===== config.mk =====
export PLATFORM = sky130hd
export DESIGN_NAME = jog_setpoint_integrator_top
export DESIGN_NICKNAME = d
export VERILOG_FILES = /design/src/sv/jsi_pkg.sv /design/src/sv/jsi_ctrl.sv /design/src/sv/jsi_dp.sv /design/src/sv/jog_setpoint_integrator_top.sv
export SDC_FILE = /design/constraint.sdc
export NUM_CORES = 2
export LEC_CHECK = 0
export BUFFER_PORTS_ARGS = -buffer_cell sky130_fd_sc_hd__buf_2
export CAP_MARGIN = 20
export CORE_MARGIN = 4
export CORE_UTILIZATION = 58
export CTS_CLUSTER_DIAMETER = 150
export CTS_CLUSTER_SIZE = 28
export DETAILED_ROUTE_END_ITERATION = 8
export MAX_ROUTING_LAYER = met4
export PLACE_DENSITY = 0.84
export SYNTH_ARGS = -nofsm -noshare
export SYNTH_HDL_FRONTEND = slang
export SYNTH_HIERARCHICAL = 1
export SYNTH_SLANG_ARGS = --single-unit

===== constraint.sdc =====
create_clock -name aclk -period 21.1 [get_ports aclk]
set_input_delay 2.11 -clock aclk [delete_from_list [all_inputs] [get_ports aclk]]
set_output_delay 2.11 -clock aclk [all_outputs]
set_load 0.03 [all_outputs]

===== src/sv/jsi_pkg.sv =====
// ----------------------------------------------------------------------------
// Jog setpoint integrator package
// Shared widths, register indexes, reset values, codes and the command
// struct that the controller hands to the datapath.
// ----------------------------------------------------------------------------
package jsi_pkg;

    localparam int JOINTS      = 4;
    localparam int ANGLE_W     = 16;
    localparam int AXIS_W      = 16;
    localparam int RATE_W      = 16;
    localparam int TIME_W      = 22;
    localparam int DT_W        = 18;
    localparam int RDT_W       = RATE_W + DT_W;
    localparam int PART_W      = 17;
    localparam int STEP_W      = 15;
    localparam int MASK_W      = JOINTS;
    localparam int SEL_W       = 2;
    localparam int CFG_IDX_W   = 3;
    localparam int CFG_DATA_W  = 22;
    localparam int S_TDATA_W   = 80;
    localparam int S_TUSER_W   = 1;
    localparam int M_TDATA_W   = JOINTS * ANGLE_W;
    localparam int M_TUSER_W   = 2;

    localparam logic [TIME_W-1:0] DT_LIMIT   = 22'd209715;
    localparam logic [DT_W-1:0]   DT_DEFAULT = 18'd20972;
    localparam logic [TIME_W-1:0] TIME_MAX   = 22'd4194303;

    localparam logic [RATE_W-1:0]        RATE_RST   = 16'd4096;
    localparam logic signed [ANGLE_W-1:0] AMIN_RST  = -16'sd5939;
    localparam logic signed [ANGLE_W-1:0] AMAX_RST  = 16'sd5939;
    localparam logic [AXIS_W-1:0]        DBAND_RST  = 16'd6554;
    localparam logic [TIME_W-1:0]        PERIOD_RST = 22'd209715;
    localparam logic [MASK_W-1:0]        MASK_RST   = 4'd10;

    typedef logic signed [ANGLE_W-1:0] angle_t;

    typedef enum logic [CFG_IDX_W-1:0] {
        REG_RATE        = 3'd0,
        REG_ANGLE_MIN   = 3'd1,
        REG_ANGLE_MAX   = 3'd2,
        REG_DEAD_BAND   = 3'd3,
        REG_SEND_PERIOD = 3'd4,
        REG_MIRROR_MASK = 3'd5
    } cfg_reg_t;

    typedef enum logic {
        FUNC_TICK   = 1'b0,
        FUNC_REPORT = 1'b1
    } func_t;

    typedef enum logic [2:0] {
        MUL_NONE,
        MUL_RDT,
        MUL_FLO,
        MUL_FHI,
        MUL_RLO,
        MUL_RHI
    } mul_op_t;

    typedef enum logic [2:0] {
        S_IDLE,
        S_RDT,
        S_FLO,
        S_FHI,
        S_RLO,
        S_RHI,
        S_RSUM,
        S_APPLY
    } state_t;

    typedef struct packed {
        logic    capture;
        mul_op_t mul_op;
        logic    front_sum;
        logic    rear_sum;
        logic    commit;
    } dp_cmd_t;

endpackage


===== src/sv/jsi_ctrl.sv =====
// ----------------------------------------------------------------------------
// Jog setpoint integrator controller
// Sequences one request at a time through the shared multiplier steps and
// holds the result valid flag until the result has been taken.
// ----------------------------------------------------------------------------
module jsi_ctrl
    import jsi_pkg::*;
(
    input  logic    aclk,
    input  logic    aresetn,
    input  logic    s_tvalid,
    input  func_t   s_func,
    output logic    s_tready,
    input  logic    m_tready,
    output logic    m_tvalid,
    output dp_cmd_t cmd
);

    state_t state_reg, state_next;
    logic   m_tvalid_reg, m_tvalid_next;

    always_ff @(posedge aclk) begin
        if (!aresetn) begin
            state_reg    <= S_IDLE;
            m_tvalid_reg <= 1'b0;
        end else begin
            state_reg    <= state_next;
            m_tvalid_reg <= m_tvalid_next;
        end
    end

    always_comb begin
        state_next = state_reg;
        s_tready   = 1'b0;
        cmd        = '{capture: 1'b0, mul_op: MUL_NONE, front_sum: 1'b0,
                       rear_sum: 1'b0, commit: 1'b0};
        unique case (state_reg)
            S_IDLE: begin
                s_tready = 1'b1;
                if (s_tvalid) begin
                    cmd.capture = 1'b1;
                    state_next  = (s_func == FUNC_REPORT) ? S_APPLY : S_RDT;
                end
            end
            S_RDT: begin
                cmd.mul_op = MUL_RDT;
                state_next = S_FLO;
            end
            S_FLO: begin
                cmd.mul_op = MUL_FLO;
                state_next = S_FHI;
            end
            S_FHI: begin
                cmd.mul_op = MUL_FHI;
                state_next = S_RLO;
            end
            S_RLO: begin
                cmd.mul_op    = MUL_RLO;
                cmd.front_sum = 1'b1;
                state_next    = S_RHI;
            end
            S_RHI: begin
                cmd.mul_op = MUL_RHI;
                state_next = S_RSUM;
            end
            S_RSUM: begin
                cmd.rear_sum = 1'b1;
                state_next   = S_APPLY;
            end
            S_APPLY: begin
                if (!m_tvalid_reg || m_tready) begin
                    cmd.commit = 1'b1;
                    state_next = S_IDLE;
                end
            end
            default: begin
                state_next = S_IDLE;
            end
        endcase
        if (cmd.commit) begin
            m_tvalid_next = 1'b1;
        end else if (m_tready) begin
            m_tvalid_next = 1'b0;
        end else begin
            m_tvalid_next = m_tvalid_reg;
        end
    end

    assign m_tvalid = m_tvalid_reg;

    a_accept_leaves_idle: assert property (@(posedge aclk) disable iff (!aresetn)
        (state_reg == S_IDLE && s_tvalid) |=> (state_reg != S_IDLE))
        else $error("accepted request did not start processing");

    a_apply_waits: assert property (@(posedge aclk) disable iff (!aresetn)
        (state_reg == S_APPLY && m_tvalid_reg && !m_tready)
        |=> (state_reg == S_APPLY && m_tvalid_reg))
        else $error("result overwritten before it was taken");

    a_valid_from_apply: assert property (@(posedge aclk) disable iff (!aresetn)
        $rose(m_tvalid_reg) |-> ($past(state_reg) == S_APPLY))
        else $error("result valid raised outside the apply step");

endmodule


===== src/sv/jsi_dp.sv =====
// ----------------------------------------------------------------------------
// Jog setpoint integrator datapath
// Holds the configuration, measurements and targets, one shared multiplier
// for the step sizes, and the update of targets and send timing.
// ----------------------------------------------------------------------------
module jsi_dp
    import jsi_pkg::*;
(
    input  logic                  aclk,
    input  logic                  aresetn,
    input  dp_cmd_t               cmd,
    input  logic [S_TDATA_W-1:0]  s_tdata,
    input  logic [S_TUSER_W-1:0]  s_tuser,
    input  logic                  cfg_valid,
    input  logic [CFG_IDX_W-1:0]  cfg_index,
    input  logic [CFG_DATA_W-1:0] cfg_data,
    output logic [M_TDATA_W-1:0]  m_tdata,
    output logic [M_TUSER_W-1:0]  m_tuser
);

    // Configuration registers.
    logic [RATE_W-1:0] rate_reg;
    angle_t            amin_reg, amax_reg;
    logic [AXIS_W-1:0] dband_reg;
    logic [TIME_W-1:0] period_reg;
    logic [MASK_W-1:0] mask_reg;

    // Captured request.
    func_t             func_reg;
    logic [SEL_W-1:0]  sel_reg;
    angle_t            pos_reg;
    logic [TIME_W-1:0] elapsed_reg;
    logic              joy_reg, hold_reg, rst_reg;
    logic [AXIS_W-1:0] front_reg, rear_reg;

    // Arithmetic registers.
    logic [RDT_W-1:0]    rdt_reg;
    logic [PART_W+15:0]  lo_reg, hi_reg;
    angle_t              fd_reg, rd_reg;
    logic [STEP_W-1:0]   step_reg;

    // Block state.
    angle_t            measured_reg [JOINTS];
    angle_t            targets_reg  [JOINTS];
    logic [JOINTS-1:0] reported_reg;
    logic              init_reg, hold_prev_reg, dirty_reg, send_reg;
    logic [TIME_W-1:0] since_reg;

    angle_t            measured_next [JOINTS];
    angle_t            targets_next  [JOINTS];
    angle_t            new_target    [JOINTS];
    logic [JOINTS-1:0] reported_next;
    logic              init_next, hold_prev_next, dirty_next, send_next;
    logic [TIME_W-1:0] since_next;

    logic [DT_W-1:0]     dt;
    logic [AXIS_W-1:0]   front_mag, rear_mag;
    logic                front_dz, rear_dz;
    logic [AXIS_W-1:0]   mul_a;
    logic [DT_W-1:0]     mul_b;
    logic [RDT_W-1:0]    mul_p;
    logic [50:0]         jog_sum;
    logic [RDT_W:0]      step_sum;
    logic [TIME_W:0]     since_sum;

    function automatic logic signed [16:0] to_phys(input logic m, input angle_t v);
        logic signed [16:0] e;
        e = {v[ANGLE_W-1], v};
        return m ? -e : e;
    endfunction

    function automatic logic signed [17:0] move_to_zero(input logic signed [16:0] cur,
                                                        input logic [STEP_W-1:0] step);
        logic signed [17:0] c;
        logic signed [17:0] s;
        logic signed [17:0] n;
        c = {cur[16], cur};
        s = $signed({3'b000, step});
        if (c < 0) begin
            n = c + s;
            return (n > 0) ? 18'sd0 : n;
        end else begin
            n = c - s;
            return (n < 0) ? 18'sd0 : n;
        end
    endfunction

    function automatic angle_t set_phys(input logic m, input logic signed [17:0] p,
                                        input angle_t lo, input angle_t hi);
        logic signed [17:0] c;
        logic signed [17:0] b;
        c = p;
        if (c > $signed({{2{hi[ANGLE_W-1]}}, hi})) c = {{2{hi[ANGLE_W-1]}}, hi};
        if (c < $signed({{2{lo[ANGLE_W-1]}}, lo})) c = {{2{lo[ANGLE_W-1]}}, lo};
        b = m ? -c : c;
        if (b > 18'sd32767) b = 18'sd32767;
        return b[ANGLE_W-1:0];
    endfunction

    function automatic angle_t jog_delta(input logic neg, input logic dz,
                                         input logic [AXIS_W-1:0] mag);
        angle_t d;
        d = $signed(mag);
        if (dz) return '0;
        return neg ? -d : d;
    endfunction

    // Configuration writes.
    always_ff @(posedge aclk) begin
        if (!aresetn) begin
            rate_reg   <= RATE_RST;
            amin_reg   <= AMIN_RST;
            amax_reg   <= AMAX_RST;
            dband_reg  <= DBAND_RST;
            period_reg <= PERIOD_RST;
            mask_reg   <= MASK_RST;
        end else if (cfg_valid) begin
            unique case (cfg_index)
                REG_RATE:        rate_reg   <= cfg_data[RATE_W-1:0];
                REG_ANGLE_MIN:   amin_reg   <= $signed(cfg_data[ANGLE_W-1:0]);
                REG_ANGLE_MAX:   amax_reg   <= $signed(cfg_data[ANGLE_W-1:0]);
                REG_DEAD_BAND:   dband_reg  <= cfg_data[AXIS_W-1:0];
                REG_SEND_PERIOD: period_reg <= cfg_data[TIME_W-1:0];
                REG_MIRROR_MASK: mask_reg   <= cfg_data[MASK_W-1:0];
                default: begin
                end
            endcase
        end
    end

    // Request capture; tdata fields from the lowest bit up.
    always_ff @(posedge aclk) begin
        if (cmd.capture) begin
            func_reg    <= func_t'(s_tuser[0]);
            sel_reg     <= s_tdata[1:0];
            pos_reg     <= $signed(s_tdata[17:2]);
            elapsed_reg <= s_tdata[39:18];
            joy_reg     <= s_tdata[40];
            front_reg   <= s_tdata[56:41];
            rear_reg    <= s_tdata[72:57];
            hold_reg    <= s_tdata[73];
            rst_reg     <= s_tdata[74];
        end
    end

    always_comb begin
        if (elapsed_reg == '0 || elapsed_reg > DT_LIMIT) begin
            dt = DT_DEFAULT;
        end else begin
            dt = elapsed_reg[DT_W-1:0];
        end
        front_mag = front_reg[AXIS_W-1] ? (~front_reg + 16'd1) : front_reg;
        rear_mag  = rear_reg[AXIS_W-1]  ? (~rear_reg + 16'd1)  : rear_reg;
        front_dz  = front_mag < dband_reg;
        rear_dz   = rear_mag < dband_reg;
    end

    // Shared multiplier: rate by dt, then each axis magnitude by both halves.
    always_comb begin
        case (cmd.mul_op)
            MUL_RDT: begin
                mul_a = rate_reg;
                mul_b = dt;
            end
            MUL_FLO: begin
                mul_a = front_mag;
                mul_b = {1'b0, rdt_reg[PART_W-1:0]};
            end
            MUL_FHI: begin
                mul_a = front_mag;
                mul_b = {1'b0, rdt_reg[RDT_W-1:PART_W]};
            end
            MUL_RLO: begin
                mul_a = rear_mag;
                mul_b = {1'b0, rdt_reg[PART_W-1:0]};
            end
            MUL_RHI: begin
                mul_a = rear_mag;
                mul_b = {1'b0, rdt_reg[RDT_W-1:PART_W]};
            end
            default: begin
                mul_a = '0;
                mul_b = '0;
            end
        endcase
        mul_p    = mul_a * mul_b;
        jog_sum  = {1'b0, hi_reg, {PART_W{1'b0}}} + {18'd0, lo_reg} + (51'd1 << 34);
        step_sum = {1'b0, rdt_reg} + (35'd1 << 19);
    end

    always_ff @(posedge aclk) begin
        case (cmd.mul_op) inside
            MUL_RDT:          rdt_reg <= mul_p;
            MUL_FLO, MUL_RLO: lo_reg  <= mul_p[PART_W+15:0];
            MUL_FHI, MUL_RHI: hi_reg  <= mul_p[PART_W+15:0];
            default: begin
            end
        endcase
        if (cmd.front_sum) begin
            fd_reg   <= jog_delta(front_reg[AXIS_W-1], front_dz, jog_sum[50:35]);
            step_reg <= step_sum[RDT_W:20];
        end
        if (cmd.rear_sum) begin
            rd_reg <= jog_delta(rear_reg[AXIS_W-1], rear_dz, jog_sum[50:35]);
        end
    end

    // Candidate target of each joint for a reset slew or a jog.
    always_comb begin
        for (int j = 0; j < JOINTS; j++) begin
            if (rst_reg) begin
                new_target[j] = set_phys(mask_reg[j],
                    move_to_zero(to_phys(mask_reg[j], targets_reg[j]), step_reg),
                    amin_reg, amax_reg);
            end else begin
                new_target[j] = set_phys(mask_reg[j],
                    18'(to_phys(mask_reg[j], targets_reg[j]))
                    + 18'((j < 2) ? fd_reg : rd_reg),
                    amin_reg, amax_reg);
            end
        end
    end

    always_comb begin
        logic hold, rst, changed, force_send;
        hold       = joy_reg && hold_reg;
        rst        = joy_reg && rst_reg;
        changed    = 1'b0;
        force_send = 1'b0;
        for (int j = 0; j < JOINTS; j++) begin
            measured_next[j] = measured_reg[j];
            targets_next[j]  = targets_reg[j];
        end
        reported_next  = reported_reg;
        init_next      = init_reg;
        hold_prev_next = hold_prev_reg;
        dirty_next     = dirty_reg;
        send_next      = 1'b0;
        since_sum      = {1'b0, since_reg} + {1'b0, elapsed_reg};
        since_next     = since_reg;
        if (func_reg == FUNC_REPORT) begin
            measured_next[sel_reg] = pos_reg;
            reported_next[sel_reg] = 1'b1;
            if (!init_reg && (&reported_next)) begin
                for (int j = 0; j < JOINTS; j++) begin
                    targets_next[j] = measured_next[j];
                end
                init_next = 1'b1;
            end
        end else begin
            since_next = (since_sum > {1'b0, TIME_MAX}) ? TIME_MAX
                                                         : since_sum[TIME_W-1:0];
            if (init_reg) begin
                if (hold && !hold_prev_reg) begin
                    for (int j = 0; j < JOINTS; j++) begin
                        targets_next[j] = measured_reg[j];
                    end
                    changed    = 1'b1;
                    force_send = 1'b1;
                end else if (rst) begin
                    for (int j = 0; j < JOINTS; j++) begin
                        targets_next[j] = new_target[j];
                    end
                    changed = 1'b1;
                end else if (joy_reg) begin
                    if (fd_reg != '0) begin
                        targets_next[0] = new_target[0];
                        targets_next[1] = new_target[1];
                        changed         = 1'b1;
                    end
                    if (rd_reg != '0) begin
                        targets_next[2] = new_target[2];
                        targets_next[3] = new_target[3];
                        changed         = 1'b1;
                    end
                end
                hold_prev_next = hold;
                dirty_next     = dirty_reg || changed;
                if (dirty_next && (force_send || since_next >= period_reg)) begin
                    send_next  = 1'b1;
                    dirty_next = 1'b0;
                    since_next = '0;
                end
            end
        end
    end

    always_ff @(posedge aclk) begin
        if (!aresetn) begin
            for (int j = 0; j < JOINTS; j++) begin
                measured_reg[j] <= '0;
                targets_reg[j]  <= '0;
            end
            reported_reg  <= '0;
            init_reg      <= 1'b0;
            hold_prev_reg <= 1'b0;
            dirty_reg     <= 1'b0;
            send_reg      <= 1'b0;
            since_reg     <= '0;
        end else if (cmd.commit) begin
            for (int j = 0; j < JOINTS; j++) begin
                measured_reg[j] <= measured_next[j];
                targets_reg[j]  <= targets_next[j];
            end
            reported_reg  <= reported_next;
            init_reg      <= init_next;
            hold_prev_reg <= hold_prev_next;
            dirty_reg     <= dirty_next;
            send_reg      <= send_next;
            since_reg     <= since_next;
        end
    end

    assign m_tdata = {targets_reg[3], targets_reg[2], targets_reg[1], targets_reg[0]};
    assign m_tuser = {init_reg, send_reg};

    a_init_sticky: assert property (@(posedge aclk) disable iff (!aresetn)
        init_reg |=> init_reg)
        else $error("initialised flag fell");

    a_init_needs_reports: assert property (@(posedge aclk) disable iff (!aresetn)
        $rose(init_reg) |-> (&reported_reg))
        else $error("targets initialised before all joints reported");

    a_send_after_init: assert property (@(posedge aclk) disable iff (!aresetn)
        send_reg |-> init_reg)
        else $error("command issued before initialisation");

endmodule


===== src/sv/jog_setpoint_integrator_top.sv =====
// ----------------------------------------------------------------------------
// Jog setpoint integrator
// Turns jog, hold and reset commands into four joint position setpoints
// with limits, mirroring and a minimum command period.
// ----------------------------------------------------------------------------
//  Channel   Direction  Handshake           Contents
//  s_*       in         s_tvalid/s_tready   one tick or position report
//  m_*       out        m_tvalid/m_tready   send flag, ready flag, targets
//  cfg_*     in         cfg_valid/cfg_ready register index and write data
//
//  A control tick passes through the five products of the single shared
//  16 by 18 bit multiplier and one rounding step before the apply step;
//  a position report goes straight to the apply step.
//  One request is in flight at a time; the next is accepted while the
//  previous result still waits in the output register.
//  A stalled output holds the finished request in its apply step.
//  Reset (aresetn low, synchronous) clears the block state and loads the
//  register defaults; no clearing pass follows.
// ----------------------------------------------------------------------------
module jog_setpoint_integrator_top
    import jsi_pkg::*;
(
    input  logic                  aclk,
    input  logic                  aresetn,
    input  logic                  s_tvalid,
    output logic                  s_tready,
    // joint_sel, joint_position, elapsed, joy_valid, front_axis_value,
    // rear_axis_value, hold_btn, reset_btn, zero padding
    input  logic [S_TDATA_W-1:0]  s_tdata,
    // func
    input  logic [S_TUSER_W-1:0]  s_tuser,
    output logic                  m_tvalid,
    input  logic                  m_tready,
    // target_fr, target_fl, target_br, target_bl
    output logic [M_TDATA_W-1:0]  m_tdata,
    // send, ready_res
    output logic [M_TUSER_W-1:0]  m_tuser,
    input  logic                  cfg_valid,
    output logic                  cfg_ready,
    input  logic [CFG_IDX_W-1:0]  cfg_index,
    input  logic [CFG_DATA_W-1:0] cfg_data
);

    dp_cmd_t cmd;

    assign cfg_ready = 1'b1;

    jsi_ctrl u_ctrl (
        .aclk     (aclk),
        .aresetn  (aresetn),
        .s_tvalid (s_tvalid),
        .s_func   (func_t'(s_tuser[0])),
        .s_tready (s_tready),
        .m_tready (m_tready),
        .m_tvalid (m_tvalid),
        .cmd      (cmd)
    );

    jsi_dp u_dp (
        .aclk      (aclk),
        .aresetn   (aresetn),
        .cmd       (cmd),
        .s_tdata   (s_tdata),
        .s_tuser   (s_tuser),
        .cfg_valid (cfg_valid),
        .cfg_index (cfg_index),
        .cfg_data  (cfg_data),
        .m_tdata   (m_tdata),
        .m_tuser   (m_tuser)
    );

endmodule


==> run metrics <==
Setup CP Type reg -> reg; setup bufs post-CTS 0; Critical Path Source Type register; DP HPWL approximately 200,000 um; CTS Buffer Depth 3; worst skew pair latency about 0.64 ns; multiplexer share of the synthesized area approximately 3.5%; die area between 0.1 and 0.15 sq mm; H-tree lvl count 1; worst slew pin tran 1.21 ns; Post-Synthesis Cells just over 7k; worst r2r src u_dp/targets_reg[2][0]; total track usage between 40% and 50%; total CTS buffers 21; Die Y 327 um; Std-Cell Rows approximately 120; Synth Net Count slightly above 8k; Post-CTS Resized 0; final worst-path cycle share 68.0%; CTS root buf clkbuf_16; Inst Count DP ~8.5k; Worst path max stage delay 0.93 ns; Synth Area in Compound Gates a little over a fifth; hold_buf cts 0; sequential area share after synthesis between 20% and 30%; fin cells 8,586; Tmin final 14.35 ns; Starting Density 58.8%; setup violators final 0; main combinational cell family by area after synthesis adder cells; worst slack, placed between 7 and 8 ns; first-pass GRT wire length ~360,000 um; post-synthesis xor/xnor area fraction under 10%; slew margin rel. 18.6%; peak supply drop 0.000131 V; TritonCTS clock tree built; Max-Cap Viols 0; clock slew at reported path FFs 0.11 ns; Fin Setup TNS 0 ns; DR WL/cell ~29 um; drt pass-1 iters 9; vias per cell between 6 and 7; grt ovf 0; RSZ-0062 raised after global routing false; simple-gate share of the synthesized area a little under a fifth; Fin. Hold Viols 0; Final Wtd Congestion between 1 and 1.5; Post-DRT Antenna Nets 0; slack of the critical path between 6 and 7 ns; Worst EP required 21.54 ns; area share of fa/ha/maj cells after synthesis a little under a quarter; Slowest cell on crit path xnor2_2; Post-Syn Area per Cell 8.30 sq um; P&R area growth vs syn 6.20%; crit path from u_dp/targets_reg[2][0]; HP Class reg -> reg; placed instance area 0.0619 sq mm; Yosys Warn Count 6; Async S/R FF share, synth 0%; Sink Count 458; f_max between 60 and 70 MHz; initial antenna violation count 14; Main synth FF type edfxtp_1; port bufs approximately 170; Yosys reg bits ~460; nets 8,278; hold path startpoint u_dp/period_reg[14]; vias in the first global route about 55k; crit path DAT 14.78 ns; vias ~59k; ratio of cells with drive above 1 in the final layout between 8 and 9%; Netlist cell types between 100 and 150; Placeable Area 0.101 sq mm; DRC Markers 0; DRT iter0 DRCs 8,278; Die X ~330 um; crit-path max FO 47; Post-Syn Area 0.0591 sq mm; final setup skew roughly 0.030 ns; Final Slew Violations 0; critical path capture point type register; Design Power between 7 and 8 mW; Pwr Density around 110 mW/mm^2; fin area around 0.063 sq mm; IO Pins 180; final WL between 200,000 and 250,000 um; leakage power about 27 nW; EDFF count, synth approximately 330; largest net degree at the start of global routing ~110; status finished, final reports clean
## layout by cell type (no fill, tap or decap), types with 65 or more instances in the layout
master | synthesis | final
xor2_1 | 98 | 98
o31ai_1 | 93 | 91
buf_2 | 15 | 175
o211ai_1 | 83 | 83
dfxtp_1 | 124 | 122
xnor2_1 | 326 | 318
nand4_1 | 90 | 90
mux2i_1 | 146 | 145
nor3_1 | 156 | 152
ha_1 | 740 | 740
edfxtp_1 | 334 | 334
inv_1 | 519 | 519
nand3_1 | 103 | 103
o21ai_0 | 357 | 353
nand2b_1 | 106 | 106
buf_4 | 6 | 174
a31oi_1 | 98 | 97
a21oi_1 | 471 | 468
nand2_1 | 803 | 801
nor2b_1 | 87 | 86
a21boi_0 | 65 | 65
a21o_1 | 152 | 152
nor2_1 | 598 | 594
fa_1 | 235 | 235
## cell families after synthesis
kind of cell / count (synthesis)
and+or+nand+nor: 2291
AOI/OAI and AO/OA: 1930
adders and majority gates: 975
buffers and inverters: 845
DFF: 458
xor gates and xnor gates: 424
muxes: 200
other: 1
## worst paths after layout
path         cells past startpoint  slack [ns]                       to
min                              2        0.47      u_dp/period_reg[14]
min reg2reg                      2        0.47      u_dp/period_reg[14]
max                             48        6.75  u_dp/targets_reg[2][14]
max reg2reg                     48        6.75  u_dp/targets_reg[2][14]
## Yosys cell counts (21+ instances only)
library cell	number	area [sq um]
clkbuf_1	257	965
a211oi_1	59	443
ha_1	740	9260
a221oi_1	33	289
a22oi_1	26	195
nor4_1	61	382
nor2_1	598	2240
dfxtp_1	124	2480
a211o_1	21	184
edfxtp_1	334	10000
a22o_1	39	342
nor3_1	156	781
and3_1	33	206
buf_1	30	113
or2_2	37	231
a31oi_1	98	613
nand4_1	90	563
nand3_1	103	515
o21a_1	51	383
o31a_1	21	184
xnor2_1	326	2860
a21oi_1	471	2360
nor2b_1	87	544
o211ai_1	83	623
o21ai_0	357	1790
a2111oi_0	28	245
mux2_2	53	597
mux2i_1	146	1460
o311ai_0	21	184
a21o_1	152	1140
o21bai_1	33	248
fa_1	235	4700
nor3b_1	21	158
or3_1	46	288
o31ai_1	93	698
o22ai_1	32	200
and2_1	53	332
a31o_2	24	210
a21boi_0	65	488
nand2_1	803	3010
inv_1	519	1950
nand2b_1	106	663
xor2_1	98	858
## critical path, delay by kind of cell (launching register included)
kind / cells / cell delay (ns)
AO/OA/AOI/OAI: 25 / 6.79
XOR/XNOR: 1 / 0.93
adder cells (fa/ha/maj): 5 / 1.68
buffers and inverters: 4 / 1.23
flip-flops: 1 / 0.73
multiplexers: 2 / 0.54
AND/OR/NAND/NOR: 11 / 2.21
## area by class of cell
cell class / instances / area [sq um]
Multi-Input combinational cell: 5821 / 43600
Inverter: 534 / 2000
Clock inverter: 4 / 71.3
Fill cell: 8674 / 37800
Sequential cell: 458 / 12500
Antenna cell: 22 / 55.1
Tap cell: 1357 / 1700
Clock buffer: 34 / 574
Timing Repair Buffer: 356 / 2290
## metrics by stage
stage / util [%] / hold slack, ns
2_1_floorplan: - / 0.429
3_3_place_gp: 61.5 / 0.446
3_5_place_dp: 61.6 / 0.453
4_1_cts: 62.2 / 0.478
5_1_grt: 62.4 / 0.501
6_report: 62.4 / 0.474
## layer usage
| layer | global-route usage [%] | share of wire, % |
|---|---|---|
| met3 | 13.4 | 13 |
| met4 | 34.5 | 9.8 |
| met1 | 54.0 | 35 |
| met5 | - | 0 |
| met2 | 66.9 | 42 |
## power by group
part           internal (mW)  total [mW]  switching (mW)
combinational           1.76        5.11            3.35
sequential              1.22        1.42           0.199
clock                  0.196       0.507           0.311
total                   3.17        7.03            3.86
(Power assumes the default switching activity.)
